`config.mk`:
```
export PLATFORM = sky130hd
export DESIGN_NAME = salc_lookup
export DESIGN_NICKNAME = d
export VERILOG_FILES = /design/src/hw/rtl/salc_pkg.sv /design/src/hw/rtl/salc_lookup.sv
export SDC_FILE = /design/constraint.sdc
export NUM_CORES = 1
export LEC_CHECK = 0
export BUFFER_PORTS_ARGS = -buffer_cell sky130_fd_sc_hd__buf_2
export CELL_PAD_IN_SITES_DETAIL_PLACEMENT = 1
export CELL_PAD_IN_SITES_GLOBAL_PLACEMENT = 1
export CORE_MARGIN = 2
export CORE_UTILIZATION = 29
export DETAILED_ROUTE_END_ITERATION = 16
export PLACE_DENSITY = 0.88
export SLEW_MARGIN = 20
export SYNTH_ARGS = -nofsm -noshare
export SYNTH_HDL_FRONTEND = slang
export SYNTH_SLANG_ARGS = --single-unit
```
`constraint.sdc`:
```
create_clock -name vclk -period 3.5
set_input_delay 0.175 -clock vclk [all_inputs]
set_output_delay 0.175 -clock vclk [all_outputs]
set_load 0.02 [all_outputs]
```
`src/hw/rtl/salc_pkg.sv`:
```
`timescale 1ns / 1ps

package salc_pkg;

   // Cache geometry
   localparam int ADDR_BITS  = 32;
   localparam int NUM_SETS   = 64;
   localparam int NUM_WAYS   = 4;
   localparam int LINE_BYTES = 16;

   // Field widths (floor of log2 for sizes that are not powers of two)
   localparam int OFFSET_BITS = $clog2(LINE_BYTES + 1) - 1;
   localparam int SET_BITS    = $clog2(NUM_SETS + 1) - 1;
   localparam int TAG_LEN     = (ADDR_BITS > OFFSET_BITS + SET_BITS) ?
                                (ADDR_BITS - OFFSET_BITS - SET_BITS) : 0;

   localparam int SET_W = (NUM_SETS > 1) ? $clog2(NUM_SETS) : 1;
   localparam int TAG_W = (TAG_LEN > 0) ? TAG_LEN : 1;
   localparam int WAY_W = (NUM_WAYS > 1) ? $clog2(NUM_WAYS) : 1;

   // Request field widths
   localparam int REQ_ADDR_W = 32;
   localparam int RSP_WAY_W  = 2;

   typedef logic [ADDR_BITS-1:0] addr_type;
   typedef logic [SET_W-1:0]     set_type;
   typedef logic [TAG_W-1:0]     tag_type;
   typedef logic [WAY_W-1:0]     way_type;

   localparam addr_type SET_MASK = addr_type'((64'd1 << SET_BITS) - 64'd1);
   localparam addr_type TAG_SEL  = addr_type'((64'd1 << TAG_LEN) - 64'd1);

   // Most recently used rank
   localparam way_type RANK_MRU = way_type'(NUM_WAYS - 1);

   // One set as held in the row memory
   typedef struct packed {
      logic [NUM_WAYS-1:0][TAG_W-1:0] tag;
      logic [NUM_WAYS-1:0]            dirty;
      logic [NUM_WAYS-1:0][WAY_W-1:0] rank;
   } row_type;

   localparam int ROW_W = $bits(row_type);

   // Outcome of one lookup
   typedef struct packed {
      logic    hit;
      logic    evicted;
      logic    writeback;
      way_type way;
   } result_type;

endpackage

```
`src/hw/rtl/salc_lookup.sv`:
```
`timescale 1ns / 1ps

// Tag compare, victim choice and row update for one set
module salc_lookup (
   input  salc_pkg::row_type                 row_in,
   input  logic [salc_pkg::NUM_WAYS-1:0]     valid_in,
   input  salc_pkg::tag_type                 tag_in,
   input  logic                              is_write,
   output salc_pkg::row_type                 row_out,
   output logic [salc_pkg::NUM_WAYS-1:0]     valid_out,
   output salc_pkg::result_type              result
);

   logic [salc_pkg::NUM_WAYS-1:0] match;
   logic                          hit;
   logic                          full;
   salc_pkg::way_type             hit_way;
   salc_pkg::way_type             free_way;
   salc_pkg::way_type             lru_way;
   salc_pkg::way_type             way;
   salc_pkg::way_type             old_rank;

   // Compare every way of the set side by side
   always_comb begin
      for (int i = 0; i < salc_pkg::NUM_WAYS; i++) begin
         match[i] = valid_in[i] && (row_in.tag[i] == tag_in);
      end
   end

   assign hit  = |match;
   assign full = &valid_in;

   // Lowest-numbered matching, free and least recent ways
   always_comb begin
      hit_way  = '0;
      free_way = '0;
      lru_way  = '0;
      for (int i = salc_pkg::NUM_WAYS - 1; i >= 0; i--) begin
         if (match[i]) begin
            hit_way = salc_pkg::way_type'(i);
         end
         if (!valid_in[i]) begin
            free_way = salc_pkg::way_type'(i);
         end
         // ranks of a full set form a permutation, so rank zero is the minimum
         if (row_in.rank[i] == '0) begin
            lru_way = salc_pkg::way_type'(i);
         end
      end
   end

   assign way      = hit ? hit_way : (full ? lru_way : free_way);
   assign old_rank = row_in.rank[way];

   // New contents of the set
   always_comb begin
      row_out   = row_in;
      valid_out = valid_in;
      for (int i = 0; i < salc_pkg::NUM_WAYS; i++) begin
         if (salc_pkg::way_type'(i) == way) begin
            row_out.rank[i] = salc_pkg::RANK_MRU;
            valid_out[i]    = 1'b1;
            if (hit) begin
               row_out.dirty[i] = row_in.dirty[i] | is_write;
            end else begin
               row_out.dirty[i] = is_write;
               row_out.tag[i]   = tag_in;
            end
         end else if (row_in.rank[i] > old_rank) begin
            row_out.rank[i] = row_in.rank[i] - salc_pkg::way_type'(1);
         end
      end
   end

   // Outcome
   always_comb begin
      result.hit       = hit;
      result.evicted   = !hit && full;
      result.writeback = !hit && full && row_in.dirty[way];
      result.way       = way;
   end

endmodule

```
# [Word level (Yosys, flattened, before mapping)]
# Cells that the tools add are included.
[op_classes] shift=0 eq_ne=7 n_lt_le_gt_ge=5 n_reduce_logical=14 div=0 mux=46 n_mul=0 add_sub_neg=4 bitwise_logic=4
[op_table] op="2-to-1 mux 22 bit" n=8
[op_table] op="== test 22 bit" n=4
[op_table] op="2-to-1 mux 2 bit" n=23
[op_table] op="2-to-1 mux 1 bit" n=13
[op_table] op="logical NOT 2 bit" n=5
[op_table] op="greater-than comparator 2 bit" n=4
[op_table] op="subtractor 2 x 1 -> 2 bit (second input constant)" n=4
[op_table] op="logical AND 1 bit" n=6
[op_table] op="binary-select mux 2 bit (select 2 bit)" n=1
[op_table] op="== test 2 bit (first input constant)" n=2
[op_table] op="bitwise OR 1 bit" n=4
[op_table] op="AND reduction 4 bit" n=1
[op_table] op="OR reduction 4 bit" n=1
[op_table] op="less-than comparator 2 x 3 -> 1 bit (second input constant)" n=1
[op_table] op="binary-select mux 1 bit (select 2 bit)" n=1
[op_table] op="== test 1 x 2 -> 1 bit (first input constant)" n=1
[op_table] op="logical NOT 1 bit" n=1
[totals] word_cells=80 output_inout_bits=109 inputBits=127 latchBits=0 mem_bits_ro=0 n_memories=0 ff_bits=0 mem_bits_rw=0

# [Depth between registers and ports, before layout]
[logic_depth] word_depth=12 ltp_mapped=14 ltp_nobuf=14

# [Least setup slack after synthesis]
# No wires, ideal clock.
[synth_path] path_kind="input to output" start="input tag_in[3]" end="output row_out[1] (netlist name)" path_slack_ps=-124 n_path_buf=1 path_stages=13 arrival_time_ps=3449 cell_sequence="buf_2 > xnor2_1 > nand4_1 > or4_1 > nor3_2 > o21ai_0 > a21oi_1 > mux2i_1 > ha_1 > nor2b_1 > o21ai_0 > nand2_1 > o211ai_1"
[synth_lines] element="start, declared" line="salc_lookup.sv:7" rtl="input salc_pkg::tag_type tag_in,"
[synth_lines] element="end, declared" line="salc_lookup.sv:9" rtl="output salc_pkg::row_type row_out,"

==> key figures <==
Floorplan
  • Initial Util: 29.6%
  • Total core area: 10800 µm²
  • Die area: between 10000 and 15000 µm²
  • Top Ports: 236
  • Horiz. Die Dim: 109 µm
  • DIE HEIGHT: 109 µm
  • Cell row count: 38

STA
  • Slew headroom: 55.4%
  • Setup violators final: 0
  • Final period util: approximately 97%
  • Count of pins over their slew limit: 0
  • Max Fclk: 295 MHz
  • Fin. Hold Viols: 0
  • Post-route minimum period: between 3000 and 4000 ps
  • RSZ-0062 raised after global routing: true
  • Worst slew pin tran: 668 ps

Global routing
  • Global route overflow: 0
  • Largest net degree at the start of global routing: 24
  • Initial antenna violation count: 0
  • Via count of the first global-routing pass: around 4300
  • Total Routing Usage GR: a little over a quarter
  • First-pass GRT wire length: 24000 µm

Synth
  • Synth Area per Inst: 8.29 µm²
  • Adder-cell share of the synthesized area: under 10%
  • Largest family of logic cells by synthesized area: multiplexers
  • Most numerous cell in the Yosys netlist: xnor2_1
  • Mux share of post-synthesis cell area: 35.2%
  • Synth Area in Simple Gates: 21.0%
  • Syn Inst Count: 385
  • Synth area leaders: xnor2_1, mux2_2, mux2_4
  • Syn nets: 524
  • Netlist Area Pre-Place: 3190 µm²
  • Warnings from Yosys: 0
  • Largest area contributor in the netlist: xnor2_1
  • Share of the synthesized area in the top cell type: 17.0%
  • Most common library cells after synthesis: xnor2_1, mux2_2, xor2_1
  • Yosys cell types: 44
  • Post-synthesis xor/xnor area fraction: around 25%
  • Register area share after synthesis: 0%
  • Synth Area in Compound Gates: 5.14%

Finish
  • Sequential cells: 0
  • Final #Nets: 773
  • Post-route core utilization: 46.3%
  • Ant. Diodes: 0
  • Final cell count without fillers: 772
  • Layout fillers: 1377
  • Area delta synth->final: 56.4%
  • Layout cell share with drive strength beyond 1: 61.6%
  • Storage cell area: 0 µm²
  • Clock Buffer Count: 0

Power
  • Worst VDD drop: 89.2 µV
  • Leak: around 2.4 nW
  • Power density cells: about 190 nW/µm²

Placed design
  • IO Port Bufs: 236
  • DPL Wire Length: 14300 µm
  • Placed cells: approximately 770
  • Final GP Congestion: 0.914

Routing
  • Pre-antenna DRT Iters: 4
  • Iter 0 DRT Violations: 139
  • Drt via density: 5.23
  • Vias: just over 4000
  • Antenna viol nets, final: 0
  • Routed WL: 16900 µm
  • WL/cell: 21.9 µm
  • DRC errors left: 0

Min path
  • Hold Path Origin: row_in[8]
  • Worst min path class: input port to output pin
  • Hold Path Cell Cnt: 3
  • Hold EP: row_out[8]

Worst setup path
  • Crit Path Max Fanout: 4
  • WP data required: 3320 ps
  • Setup crit start kind: input port
  • CP endpoint kind: output pin
  • Arrival time worst endpoint: 3220 ps
  • Kind of critical path: input port to output pin

Run status
  • Status: complete, no violations

Flow run
  • Max-Cap Viols: 0
## what timing repair did
item                                   CTS  global route
hold buffers                             0             0
gates cloned                             0             0
pin swaps                                0            16
endpoints found under the hold margin    0             0
resized for setup                        4            54
buffers inserted                         0             3
setup endpoints to repair                7             8
## through the flow
step | power, W | instance area (µm²) | setup WS, ps | hold WS, ps | TNS, ps
floorplan | 0.000565 | 3200 | 48.7 | 509 | 0
global placement | 0.000881 | 4630 | 14.2 | 706 | 0
global route | 0.00102 | 4990 | -94.7 | 724 | -417
detailed placement | 0.000899 | 4630 | -73.5 | 710 | -253
CTS | 0.000907 | 4650 | 13.4 | 713 | 0
finish | 0.000966 | 4990 | 109 | 713 | 0
## area by class of cell
class	count	area [µm²]	share of cell area, %
Timing Repair Buffer	279	1530	30.6
Multi-Input combinational cell	338	3230	64.8
Tap cell	140	175	3.51
Inverter	15	56.3	1.13
## critical path: stages
cell and delay, ps:
clkbuf_4 160, xnor2_4 230, nand4_1 120, or4_4 540, nor3_4 270, nor3_4 80, nor2_4 150, buf_6 130
mux2i_1 180, mux2i_1 90, buf_4 150, ha_1 260, nand2_1 60, o21ai_1 60, buf_4 140, o211ai_1 220
buf_4 190
## worst max path at each step
stage | start | to | slack, ps | depth (start not counted)
floorplan | tag_in[3] | row_out[1] | 50 | 13
global placement | row_in[69] | row_out[7] | 10 | 17
detailed placement | tag_in[8] | row_out[2] | -70 | 16
CTS | tag_in[7] | row_out[7] | 10 | 17
global route | tag_in[8] | row_out[7] | -90 | 17
finish | row_in[69] | row_out[7] | 110 | 17
## cell usage in the layout (no fill, tap or decap), drive strengths merged, types with 3 or more instances in the layout
cell type and n:
a21oi 5, and2 3, buf 274, clkbuf 5, ha 12, inv 15
mux2 88, mux2i 6, nand2 19, nand2b 3, nand3 7, nand4 27
nor2 14, nor2b 8, nor3 8, nor4 12, o211ai 4, o21ai 7
o22ai 3, or3 4, xnor2 62, xor2 30
## kinds of logic after synthesis
kind of cell,Yosys count
AO/OA/AOI/OAI,26
buffers and inverters,47
adder cells (fa/ha/maj),12
AND/OR/NAND/NOR,114
XOR/XNOR,92
multiplexers,94
## power by group
| part | internal (W) | total (W) | switching [W] | leakage, nW |
|---|---|---|---|---|
| logic | 0.000416 | 0.000966 | 0.000551 | 2.43 |
| registers | 0 | 0 | 0 | 0 |
| clock network | 0 | 0 | 0 | 0 |
## routing by layer
layer  global-route usage [%]  wire length [µm]
met5                        0                 0
met4                     4.76               292
met1                     33.2              6780
met2                     50.8              8700
met3                     1.49              1150
Note: power is estimated with default switching activity, not from simulation.
