===== config.mk =====
export PLATFORM = sky130hd
export DESIGN_NAME = salc_ram
export DESIGN_NICKNAME = d
export VERILOG_FILES = /design/src/hw/rtl/salc_ram.sv
export SDC_FILE = /design/constraint.sdc
export NUM_CORES = 1
export LEC_CHECK = 0
export BUFFER_PORTS_ARGS = -buffer_cell sky130_fd_sc_hd__buf_4
export CORE_UTILIZATION = 60
export DETAILED_ROUTE_END_ITERATION = 10
export PLACE_DENSITY = 0.8
export SYNTH_ARGS = -nofsm -noshare
export SYNTH_HDL_FRONTEND = slang
export SYNTH_SLANG_ARGS = --single-unit

===== constraint.sdc =====
create_clock -name clock -period 2.13 [get_ports clock]
set_input_delay 0.213 -clock clock [delete_from_list [all_inputs] [get_ports clock]]
set_output_delay 0.213 -clock clock [all_outputs]
set_load 0.01 [all_outputs]

===== src/hw/rtl/salc_ram.sv =====
`timescale 1ns / 1ps

// Simple dual-port RAM, one write port, one registered read port
module salc_ram #(
   parameter int WIDTH = 8,
   parameter int DEPTH = 16
) (
   input  logic                                  clock,
   input  logic                                  wr_en,
   input  logic [((DEPTH > 1) ? $clog2(DEPTH) : 1)-1:0] wr_addr,
   input  logic [WIDTH-1:0]                      wr_data,
   input  logic [((DEPTH > 1) ? $clog2(DEPTH) : 1)-1:0] rd_addr,
   output logic [WIDTH-1:0]                      rd_data
);

   logic [WIDTH-1:0] mem_ff [DEPTH];
   logic [WIDTH-1:0] rd_data_ff;

   // Write, and read of the old contents on an address collision
   always_ff @(posedge clock) begin
      if (wr_en) begin
         mem_ff[wr_addr] <= wr_data;
      end
      rd_data_ff <= mem_ff[rd_addr];
   end

   assign rd_data = rd_data_ff;

endmodule


# Word level (Yosys, flattened, before mapping)
# Memory sizes are Yosys's and may differ from the RTL's. A register that Yosys moved wholly into a read port is not among the register bits.
# Index checks and enable logic that the tools add are counted.
[op_classes] muxes=2
[op_table] cell="$mux W1" count=2
[totals] out_inout_bits=8 input_bits=18 wordCells=3 n_memories=1 ramBits=128 register_bits=0
[mem_list] memory="mem_ff" depth=16 word_bits=8 read_ports=1 rd_clocked_by_memory_dff=1 wr=1 line="16" source="logic [WIDTH-1:0] mem_ff [DEPTH];"

# Longest topological paths before layout
# Gate-level depths: netlist (run 1).
[logic_depth] ltp_word=2 mapped_depth=5 depth_no_buf=3

# Worst setup path before layout (run 1)
# No wires, ideal clock.
[synth_timing] path_kind="input to register" startpoint="in wr_addr[2] (netlist name)" endpoint="mem mem_ff[0][0] (enable)" setup_slack_ns=0.424 stages=2 setup_time_ns=0.383 t_required_ns=1.747 t_arrival_ns=1.323 path_buffers=0 cell_sequence="or3b_2 -> nor3_1"
[synth_rtl] item="start, declared" line="10" source="input logic [((DEPTH > 1) ? $clog2(DEPTH) : 1)-1:0] wr_addr,"
[synth_rtl] item="end, declared" line="16"
# Straight into the memory's write port.

==> key figures, run 1 <==
Run status
  • Outcome: finished, final reports clean

Floorplan
  • Core Rows: 33
  • Die area: 0.008954 mm2
  • Die X: 94.63 um
  • Starting Density: 62.33%
  • Die Y: 94.63 um
  • Ports: 26
  • Core box area: 0.008258 mm2

Setup path
  • Flop2flop setup slack: 0.69 ns
  • Worst r2r src: mem_ff[1][2]$_DFFE_PP_
  • CP Buf/Inv Count: 0
  • Setup Crit Path Kind: reg2reg
  • Critical Path AT: 1.84 ns
  • RR Endpoint: rd_data[2]$_DFF_P_
  • Crit path required time: 2.53 ns
  • Startpoint types: flip-flop
  • CP Capture Type: flip-flop
  • Crit path depth: 3
  • Max FO, Critical Path: 1
  • Crit path largest cell delay: 0.52 ns
  • CP max stage cell: mux4_1
  • Top Family by Delay on Critical Path: multiplexers
  • FF-to-FF path depth: 3
  • Critical path cell sequence: mux4_1 > a22oi_1 > nand2_1

Global route
  • Overflow after GRT: 0
  • Initial antenna violation count: 0
  • Largest net degree at the start of global routing: 33
  • Global Route Usage Sum: 25.47%
  • First-pass GRT wire length: 14930 um
  • Vias in the first global route: approximately 2600

Placement
  • Placed Area: 0.005515 mm2
  • Buffers on Ports: 25
  • RePlAce Congestion: 0.6886

Clock network
  • CTS tree: yes
  • Maximum clock insertion buffer count: 2
  • Clk sinks: 136
  • Skew-Pair Late Insertion Delay: 0.52 ns
  • Inserted Clock Buffers: 17
  • CTS resizes: 0
  • Post-CTS setup buffer count: 0
  • Worst-path clk slew: ~0.06 ns
  • CTS root buffer: clkbuf_8
  • H-tree depth: 4
  • Cts-stage hold buffer count: 5

Synthesis
  • Syn Inst Count: 229
  • Syn nets: 247
  • Top post-synthesis cells by area: edfxtp_1 (75%), mux4_2 (7.9%), mux4_1 (7.1%)
  • Post-synth top area share: between 70% and 80%
  • Synthesized area: 0.005147 mm2
  • Yosys warns: 0
  • Avg Cell Area, Syn: between 20 and 25 um2
  • Post-synthesis sequential area ratio: 77.78%
  • Cell taking the most area after synthesis: edfxtp_1
  • Synth unique cells: 19
  • Synthesis-stage register bit count: 136

Timing
  • Hold Vio Cnt, Final: 0
  • Final setup viols: 0
  • Achievable clock frequency: 695.4 MHz
  • RSZ-0062 raised after global routing: no
  • Least-Margin Pin Slew: 0.6718 ns
  • Setup TNS: 0 ns
  • Slew Limit Headroom: 55.12%
  • Final worst path period need: 1.438 ns
  • Fin crit share: 67.51%
  • Clk_skew: 0.005079 ns
  • Final Max Slew Viols: 0

Drt
  • Detailed-route via count: 2554
  • WL/cell: 25.07 um
  • DR pass1 iterations: 4
  • Residual DRC count: 0
  • Drt total wl: about 10000 um
  • Routed Antenna Nets: 0
  • Via/cell ratio: between 6 and 7
  • First DRT Iteration DRCs: 246

Worst hold path
  • Worst hold path type: in2reg
  • Hold path start: wr_data[3]
  • Worst Hold Path EP: mem_ff[0][3]$_DFFE_PP_
  • Hold depth: 1

Pwr
  • Pwr Density: between 1000 and 1500 mW/mm2
  • Leak: 2.129 nW
  • Peak VDD IR: 0.6754 mV

Cells and area
  • Final #Nets: 304
  • Antenna cells: 0
  • Fraction of layout cells with a size suffix above 1: 30.77%
  • Post-route design area: 0.006186 mm2
  • Area Overhead vs Synth: 20.17%

Flow run
  • Number of max-cap violations: 0
[stage by stage]
stage	utilization (%)	hold slack (ns)	total power, W	instances	setup WS [ns]
2_1_floorplan	-	0.3119	0.003221	229	0.4241
3_3_place_gp	66.79	0.5129	0.003342	367	0.3740
3_5_place_dp	66.79	0.5203	0.003355	367	0.3482
4_1_cts	74.91	0.007877	0.006360	404	0.6957
5_1_grt	74.91	0.006781	0.006508	404	0.6453
6_report	74.91	0.01541	0.006342	404	0.6920
[cell usage after synthesis]
cell and count:
edfxtp_1 128, mux4_2 18, a22oi_1 16, mux4_1 14, nor2_1 13, nand2_1 9, dfxtp_1 8, nor3_1 4
buf_2 3, buf_6 3, clkdlybuf4s25_2 3, nand2b_1 2, nand3b_1 2, and2_1 1, and2b_1 1, buf_4 1
nand3_1 1, nor2b_1 1, or3b_2 1
[metal layers]
layer | part of all wire, % | track usage, %
met1 | 40 | 33.66
met2 | 50 | 40.17
met3 | 7.4 | 6.119
met4 | 2.5 | 12.50
met5 | 0 | 0
[state kept, by name, indices dropped and copies added, names as in the netlist]
register  cells
rd_data       8
mem_ff      128
[layout by cell type, fill, tap and decap left out, drive strengths merged]
cell type	count
a22oi	16
and2	1
and2b	1
buf	43
bufinv	4
clkbuf	21
clkinv	5
clkinvlp	2
dfxtp	8
dlygate4sd3	5
edfxtp	128
mux4	32
nand2	9
nand2b	2
nand3	1
nand3b	2
nor2	13
nor2b	1
nor3	4
or3b	1
[kinds of logic (layout without fill, tap and decap cells)]
group | count (synthesis) | after routing | synth area share, %
buf+inv | 10 | 80 | 1.677
flops | 136 | 136 | 77.78
simple gates | 35 | 35 | 3.184
compound gates | 16 | 16 | 2.334
mux | 32 | 32 | 15.02
[where the power goes]
part / total [W] / internal (W) / switching [W]
combinational: 0.000297 / 0.000139 / 0.000158
clock: 0.00303 / 0.00196 / 0.00106
sequential: 0.00302 / 0.00299 / 0.0000230
total: 0.00634 / 0.00510 / 0.00125
[area by class of cell]
type | count | area, um2
clock inverter | 11 | 171.4
multi-input combinational | 83 | 1057
sequential | 136 | 4004
fill | 444 | 2072
clock buffer | 21 | 449.2
tap | 105 | 131.4
timing repair buffer | 48 | 372.9
[how the worst max path moves through the flow]
stage	startpoint	endpoint	slack [ns]
floorplan	wr_addr[2]	mem_ff[0][0]$_DFFE_PP_	0.42
global placement	rd_addr[0]	rd_data[3]$_DFF_P_	0.37
detailed placement	rd_addr[0]	rd_data[4]$_DFF_P_	0.35
CTS	mem_ff[1][2]$_DFFE_PP_	rd_data[2]$_DFF_P_	0.70
global route	mem_ff[2][5]$_DFFE_PP_	rd_data[5]$_DFF_P_	0.65
finish	mem_ff[1][2]$_DFFE_PP_	rd_data[2]$_DFF_P_	0.69
Note: power is estimated with default switching activity, not from simulation.
==> inputs of run 2 (changes only) <==
--- a/config.mk
+++ b/config.mk
@@ -6,9 +6,9 @@
 export NUM_CORES = 1
 export LEC_CHECK = 0
 export BUFFER_PORTS_ARGS = -buffer_cell sky130_fd_sc_hd__buf_4
-export CORE_UTILIZATION = 60
+export CORE_UTILIZATION = 54
 export DETAILED_ROUTE_END_ITERATION = 10
-export PLACE_DENSITY = 0.8
+export PLACE_DENSITY = 0.76
 export SYNTH_ARGS = -nofsm -noshare
 export SYNTH_HDL_FRONTEND = slang
 export SYNTH_SLANG_ARGS = --single-unit
==> constraint.sdc (replaced) <==
create_clock -name clock -period 1.3 [get_ports clock]
set_input_delay 0.13 -clock clock [delete_from_list [all_inputs] [get_ports clock]]
set_output_delay 0.13 -clock clock [all_outputs]
set_load 0.01 [all_outputs]
==> key figures, run 2 (synthesis gave the netlist of run 1 again) <==
Run status
  • Outcome: complete, but fails checks
  • Failing checks: setup timing

Global route
  • Largest net degree at the start of global routing: 21 (-36%)
  • First-pass GRT wire length: 16170 um (+8.3%)
  • Vias in the first global route: 2667 (+2.7%)
  • Overflow after GRT: 0 (unchanged)
  • Global Route Usage Sum: 24.36% (-1.1 points)
  • Initial antenna violation count: 0 (unchanged)

Clock network
  • Skew-Pair Late Insertion Delay: 0.53 ns (about the same)
  • H-tree depth: 4 (unchanged)
  • Worst-path clk slew: 0.06 ns (about the same)
  • Maximum clock insertion buffer count: 2 (unchanged)
  • CTS root buffer: clkbuf_8
  • CTS tree: yes
  • Inserted Clock Buffers: 17 (unchanged)
  • Clk sinks: 136 (unchanged)
  • Post-CTS setup buffer count: 0 (unchanged)

Timing
  • Fin crit share: 101.9% (+34 points)
  • Slew Limit Headroom: 34.73% (-20 points)
  • Worst Slack Setup Final: -0.02411 ns (-0.7162 ns)
  • Hold Vio Cnt, Final: 0 (unchanged)
  • Final Max Slew Viols: 0 (unchanged)
  • Final worst path period need: 1.324 ns (-0.1138 ns)
  • Setup TNS: -0.02791 ns (-0.02791 ns)
  • Least-Margin Pin Slew: 0.9754 ns (+0.3036 ns)
  • Final setup viols: 2 (+2)
  • Clk_skew: 0.009450 ns (+0.004371 ns)
  • RSZ-0062 raised after global routing: yes
  • Achievable clock frequency: 755.2 MHz (+8.6%)
  • Min Hold Slack: 0.1353 ns (+0.1199 ns)

Pwr
  • Peak VDD IR: 0.9356 mV (+39%)
  • Leak: 2.147 nW (+0.83%)
  • Pwr Density: 1645 mW/mm2 (+61%)

Setup path
  • Critical Path AT: 1.73 ns (-0.11 ns)
  • CP Capture Type: flip-flop
  • Setup Crit Path Kind: reg2reg
  • Crit path required time: 1.70 ns (-0.83 ns)
  • CP max stage cell: mux4_2
  • Max FO, Critical Path: 1 (unchanged)
  • Critical path cell sequence: mux4_2 > a22oi_2 > nand2_1
  • Startpoint types: flip-flop
  • Crit path largest cell delay: 0.48 ns (-0.04 ns)

Placement
  • Hpwl dp: 6863 um
  • Buffers on Ports: 25 (unchanged)
  • RePlAce Congestion: 0.7761 (+13%)

Drt
  • First DRT Iteration DRCs: 181 (-26%)
  • Drt total wl: 10960 um (+8.2%)
  • Detailed-route via count: 2600 (+1.8%)
  • Residual DRC count: 0 (unchanged)
  • Via/cell ratio: 5.923 (-6.3%)
  • Routed Antenna Nets: 0 (unchanged)
  • DR pass1 iterations: 5 (+1)
  • WL/cell: 24.97 um (-0.40%)

Cells and area
  • Top reg by flops: mem_ff
  • Area Overhead vs Synth: 23.97%
  • Max FFs per register: 128 (unchanged)
  • Most frequent cells in the layout: edfxtp_1 (128), buf_4 (46), mux4_2 (31)
  • Final #Nets: 315 (+3.6%)
  • Fraction of layout cells with a size suffix above 1: 40.97% (+10 points)
  • Antenna cells: 0 (unchanged)
  • Commonest non-fill, non-tap cell in the layout: edfxtp_1

Floorplan
  • Die Y: 99.64 um (+5.3%)
  • Die X: 99.64 um (+5.3%)
  • Core box area: 0.009240 mm2 (+12%)
  • Die area: 0.009927 mm2 (+11%)
  • Core Rows: 35 (+6.1%)
  • Starting Density: 55.71% (-6.6 points)
  • Ports: 26 (unchanged)

Worst hold path
  • Worst hold path type: in2reg

Flow run
  • Number of max-cap violations: 0 (unchanged)
==> run 2: changes by cell type in the layout (fill, tap and decap cells not counted), moves of 3 or more <==
cell,change
nor3_2,+3
mux4_2,+13
mux4_1,-13
buf_4,+3
inv_6,+3
a22oi_2,+10
nor3_1,-3
a22oi_1,-10
buf_12,+5
dlygate4sd3_1,+3
==> run 2: area by class of cell <==
cell class	count	area, um2
repair buffers	59	525.5
multi-input cells	83	1074
clock inverters	14	198.9
flip-flops and latches	136	4004
fillers	562	2859
clock buffers	18	417.9
well taps	129	161.4
==> run 2: worst paths after layout <==
path / to / slack (ns) / startpoint / depth (start not counted)
max: rd_data[6]$_DFF_P_ / -0.02 / mem_ff[10][6]$_DFFE_PP_ / 3
min: mem_ff[4][0]$_DFFE_PP_ / 0.14 / wr_addr[0] / 3
max reg2reg: rd_data[6]$_DFF_P_ / -0.02 / mem_ff[10][6]$_DFFE_PP_ / 3
min reg2reg: rd_data[5]$_DFF_P_ / 0.68 / mem_ff[8][5]$_DFFE_PP_ / 3
==> run 2: timing repair <==
item / CTS / global route
endpoints found under the setup margin: 6 / 6
pin swaps: 2 / 3
hold buffers: 8 / 0
resized for setup: 14 / 9
cloned: 0 / 0
hold endpoints to repair: 128 / 0
==> run 2: per-layer routing <==
layer	share of wire [%]	vias to the layer above	GRT usage, %
met1	39	1350	31.69
li1	-	1097	-
met3	7.6	25	5.411
met5	0	-	0
met4	2.7	0	11.65
met2	51	128	39.58
==> run 2: where the power goes <==
group          internal, W  switching (W)  total (W)
registers          0.00490      0.0000383    0.00494
logic             0.000284       0.000305   0.000589
clock network      0.00313        0.00184    0.00497
total              0.00832        0.00218     0.0105
==> run 2: critical path, delay by kind of cell, from the launching register on <==
family	cells	cell delay, ns
multiplexers	1	0.48
flip-flops	1	0.38
AO/OA/AOI/OAI	1	0.26
AND/OR/NAND/NOR	1	0.07
==> run 2: metrics by stage <==
| step | utilization, % | std cells | area, um2 | setup slack, ns | total power (W) |
|---|---|---|---|---|---|
| global route | 69.06 | 439 | 6381 | -0.04075 | 0.01072 |
| CTS | 69.05 | 439 | 6380 | -0.007599 | 0.01054 |
| finish | 69.06 | 439 | 6381 | -0.02411 | 0.01050 |
| global placement | 61.58 | 400 | 5690 | -0.2291 | 0.005545 |
| floorplan | - | 229 | 5162 | -0.09615 | 0.005278 |
| detailed placement | 61.58 | 400 | 5690 | -0.2456 | 0.005572 |
==> inputs of run 3 (changes only) <==
--- a/config.mk
+++ b/config.mk
@@ -5,10 +5,11 @@
 export SDC_FILE = /design/constraint.sdc
 export NUM_CORES = 1
 export LEC_CHECK = 0
+export ABC_AREA = 1
 export BUFFER_PORTS_ARGS = -buffer_cell sky130_fd_sc_hd__buf_4
-export CORE_UTILIZATION = 54
+export CORE_UTILIZATION = 55
 export DETAILED_ROUTE_END_ITERATION = 10
-export PLACE_DENSITY = 0.76
+export PLACE_DENSITY = 0.77
 export SYNTH_ARGS = -nofsm -noshare
 export SYNTH_HDL_FRONTEND = slang
 export SYNTH_SLANG_ARGS = --single-unit
==> key figures, run 3 <==
Timing
  • Fin crit share: 84.03% (-18 points)
  • Achievable clock frequency: 915.5 MHz (+21%)
  • RSZ-0062 raised after global routing: no
  • Clk_skew: 0.007193 ns (-0.002256 ns)
  • Final setup viols: 0 (-2)
  • Slew Limit Headroom: 73.70% (+39 points)
  • Hold Vio Cnt, Final: 0 (unchanged)
  • Setup TNS: 0 ns (+0.02791 ns)
  • Final worst path period need: 1.092 ns (-0.2318 ns)
  • Final Max Slew Viols: 0 (unchanged)
  • Least-Margin Pin Slew: 0.3944 ns (-0.5810 ns)

Pwr
  • Comb power frac: 6.8% (+1.2 points)
  • Peak VDD IR: 0.8244 mV (-12%)
  • Pint: 0.007826 W (-5.9%)
  • Pwr Density: 1465 mW/mm2 (-11%)
  • Leak: 2.991 nW (+39%)
  • Psw: 0.002209 W (+1.3%)
  • Clock Power Share: 44.1% (-3.2 points)
  • Seq pwr share: 49.1% (+2.0 points)
  • Switching part of the total power: 22.01% (+1.2 points)

Cells and area
  • Area Overhead vs Synth: 18.77%
  • Fillers: 746 (+33%)
  • Final #Nets: 622 (+97%)
  • Final Core Density: 66.94% (-2.1 points)
  • Fraction of layout cells with a size suffix above 1: 13.29% (-28 points)
  • Commonest non-fill, non-tap cell in the layout: nand2_1
  • Finished Layout Cells: 753 (+72%)
  • Most frequent cells in the layout: nand2_1 (173), edfxtp_1 (128), inv_1 (100)
  • Max FFs per register: 128 (unchanged)
  • Top reg by flops: mem_ff
  • Antenna cells: 0 (unchanged)

Global route
  • Global Route Usage Sum: 24.89% (+0.53 points)
  • Overflow after GRT: 0 (unchanged)
  • First-pass GRT wire length: 19850 um (+23%)
  • Initial antenna violation count: 0 (unchanged)
  • Vias in the first global route: 3797 (+42%)
  • Largest net degree at the start of global routing: 33 (+57%)

Synthesis
  • Synthesis-stage register bit count: 136 (unchanged)
  • EDFF count, synth: 128 (unchanged)
  • Async SR Flop Fraction: 0% (unchanged)
  • Synth unique cells: 12 (-7)
  • Synthesized area: 0.005767 mm2 (+12%)
  • Post-synthesis sequential area ratio: 69.43% (-8.4 points)
  • Top cells by count, synth: nand2_1 (173), edfxtp_1 (128), inv_1 (100)
  • Yosys warns: 0 (unchanged)
  • Cell taking the most area after synthesis: edfxtp_1
  • Syn nets: 569 (+130%)
  • Top post-synthesis cells by area: edfxtp_1 (67%), nand2_1 (11%), nand3_1 (8.4%)
  • Avg Cell Area, Syn: 10.47 um2 (-53%)
  • Synth Flop Type: edfxtp_1
  • Syn Inst Count: 551 (+140%)
  • Count leader, synth: nand2_1
  • Post-synth top area share: 66.65% (-8.0 points)

Drt
  • DR pass1 iterations: 5 (unchanged)
  • WL/cell: 16.60 um (-34%)
  • Residual DRC count: 0 (unchanged)
  • Drt total wl: 12500 um (+14%)
  • Via/cell ratio: 5.187 (-12%)
  • Routed Antenna Nets: 0 (unchanged)
  • First DRT Iteration DRCs: 276 (+52%)
  • Detailed-route via count: 3906 (+50%)

Floorplan
  • Die Y: 104.4 um (+4.8%)
  • Core Rows: 37 (+5.7%)
  • Die area: 0.01090 mm2 (+9.8%)
  • Ports: 26 (unchanged)
  • Starting Density: 56.37% (+0.66 points)
  • Core box area: 0.01023 mm2 (+11%)
  • Die X: 104.4 um (+4.8%)

Setup path
  • Startpoint types: flip-flop
  • Crit path largest cell delay: 0.31 ns (-0.17 ns)
  • Critical path cell sequence: buf_4
  • CP Capture Type: output port
  • Critical Path AT: 0.96 ns (-0.77 ns)
  • Setup Crit Path Kind: reg2out
  • Top Family by Delay on Critical Path: flip-flops
  • CP max stage cell: dfxtp_1
  • Max FO, Critical Path: 1 (unchanged)
  • Crit path required time: 1.17 ns (-0.53 ns)
  • CP Buf/Inv Count: 1 (+1)

Placement
  • Placed cells: 712 (+78%)
  • Buffers on Ports: 25 (unchanged)
  • RePlAce Congestion: 0.8398 (+8.2%)
  • Hpwl dp: 7549 um (+10%)

Clock network
  • CTS tree: yes
  • Worst-path clk slew: 0.06 ns (about the same)
  • Inserted Clock Buffers: 17 (unchanged)
  • CTS resizes: 0 (-14)
  • H-tree depth: 4 (unchanged)
  • CTS root buffer: clkbuf_8
  • Skew-Pair Late Insertion Delay: 0.52 ns (about the same)
  • Clk sinks: 136 (unchanged)
  • Maximum clock insertion buffer count: 2 (unchanged)
  • Cts-stage hold buffer count: 9 (+1)
  • Post-CTS setup buffer count: 0 (unchanged)

Flow run
  • Number of max-cap violations: 0 (unchanged)

Run status
  • Outcome: finished, final reports clean

Worst hold path
  • Worst hold path type: in2reg
==> run 3: stage by stage <==
step | hold WS [ns] | power (W) | worst slack, ns | cell area [um2]
floorplan | 0.2289 | 0.005377 | 0.2192 | 5767
finish | 0.04216 | 0.01003 | 0.2077 | 6849
CTS | 0.02493 | 0.01008 | 0.1873 | 6849
global placement | 0.4515 | 0.005658 | 0.1179 | 6201
detailed placement | 0.4593 | 0.005677 | 0.1010 | 6201
global route | 0.05624 | 0.01033 | 0.1760 | 6849
==> run 3: cells by family after synthesis <==
group / share of synthesized area [%]
simple gates: 21.05
buf+inv: 9.525
flops: 69.43
==> run 3: layout make-up <==
type / count / area (um2) / share of cell area, %
Clock buffer: 21 / 459.2 / 6.704
Clock inverter: 11 / 98.84 / 1.443
Inverter: 102 / 382.9 / 5.590
Multi-Input combinational cell: 289 / 1214 / 17.72
Sequential cell: 136 / 4004 / 58.46
Tap cell: 136 / 170.2 / 2.484
Timing Repair Buffer: 58 / 520.5 / 7.600
==> run 3: final timing paths <==
path	startpoint	slack, ns	depth (start not counted)	to
max	rd_data[0]$_DFF_P_	0.21	1	rd_data[0]
min	rd_addr[2]	0.04	4	rd_data[7]$_DFF_P_
max reg2reg	mem_ff[1][5]$_DFFE_PP_	0.28	6	rd_data[5]$_DFF_P_
min reg2reg	mem_ff[14][4]$_DFFE_PP_	0.67	6	rd_data[4]$_DFF_P_
==> run 3: per-layer routing <==
layer,up-vias,wire length (um),global-route usage [%],part of all wire [%]
met2,160,6182,40.02,49
met5,-,0,0,0
met3,24,960,5.639,7.7
li1,1877,-,-,-
met1,1845,5065,32.40,41
met4,0,295,11.22,2.4
==> run 3: power by group through the flow <==
stage          Clock (W)  Combinational [W]  Sequential (W)
6_report         0.00443           0.000681         0.00493
5_1_grt          0.00465           0.000746         0.00494
4_1_cts          0.00447           0.000683         0.00493
3_5_place_dp           0           0.000657         0.00502
3_3_place_gp           0           0.000643         0.00501
2_1_floorplan          0           0.000346         0.00503
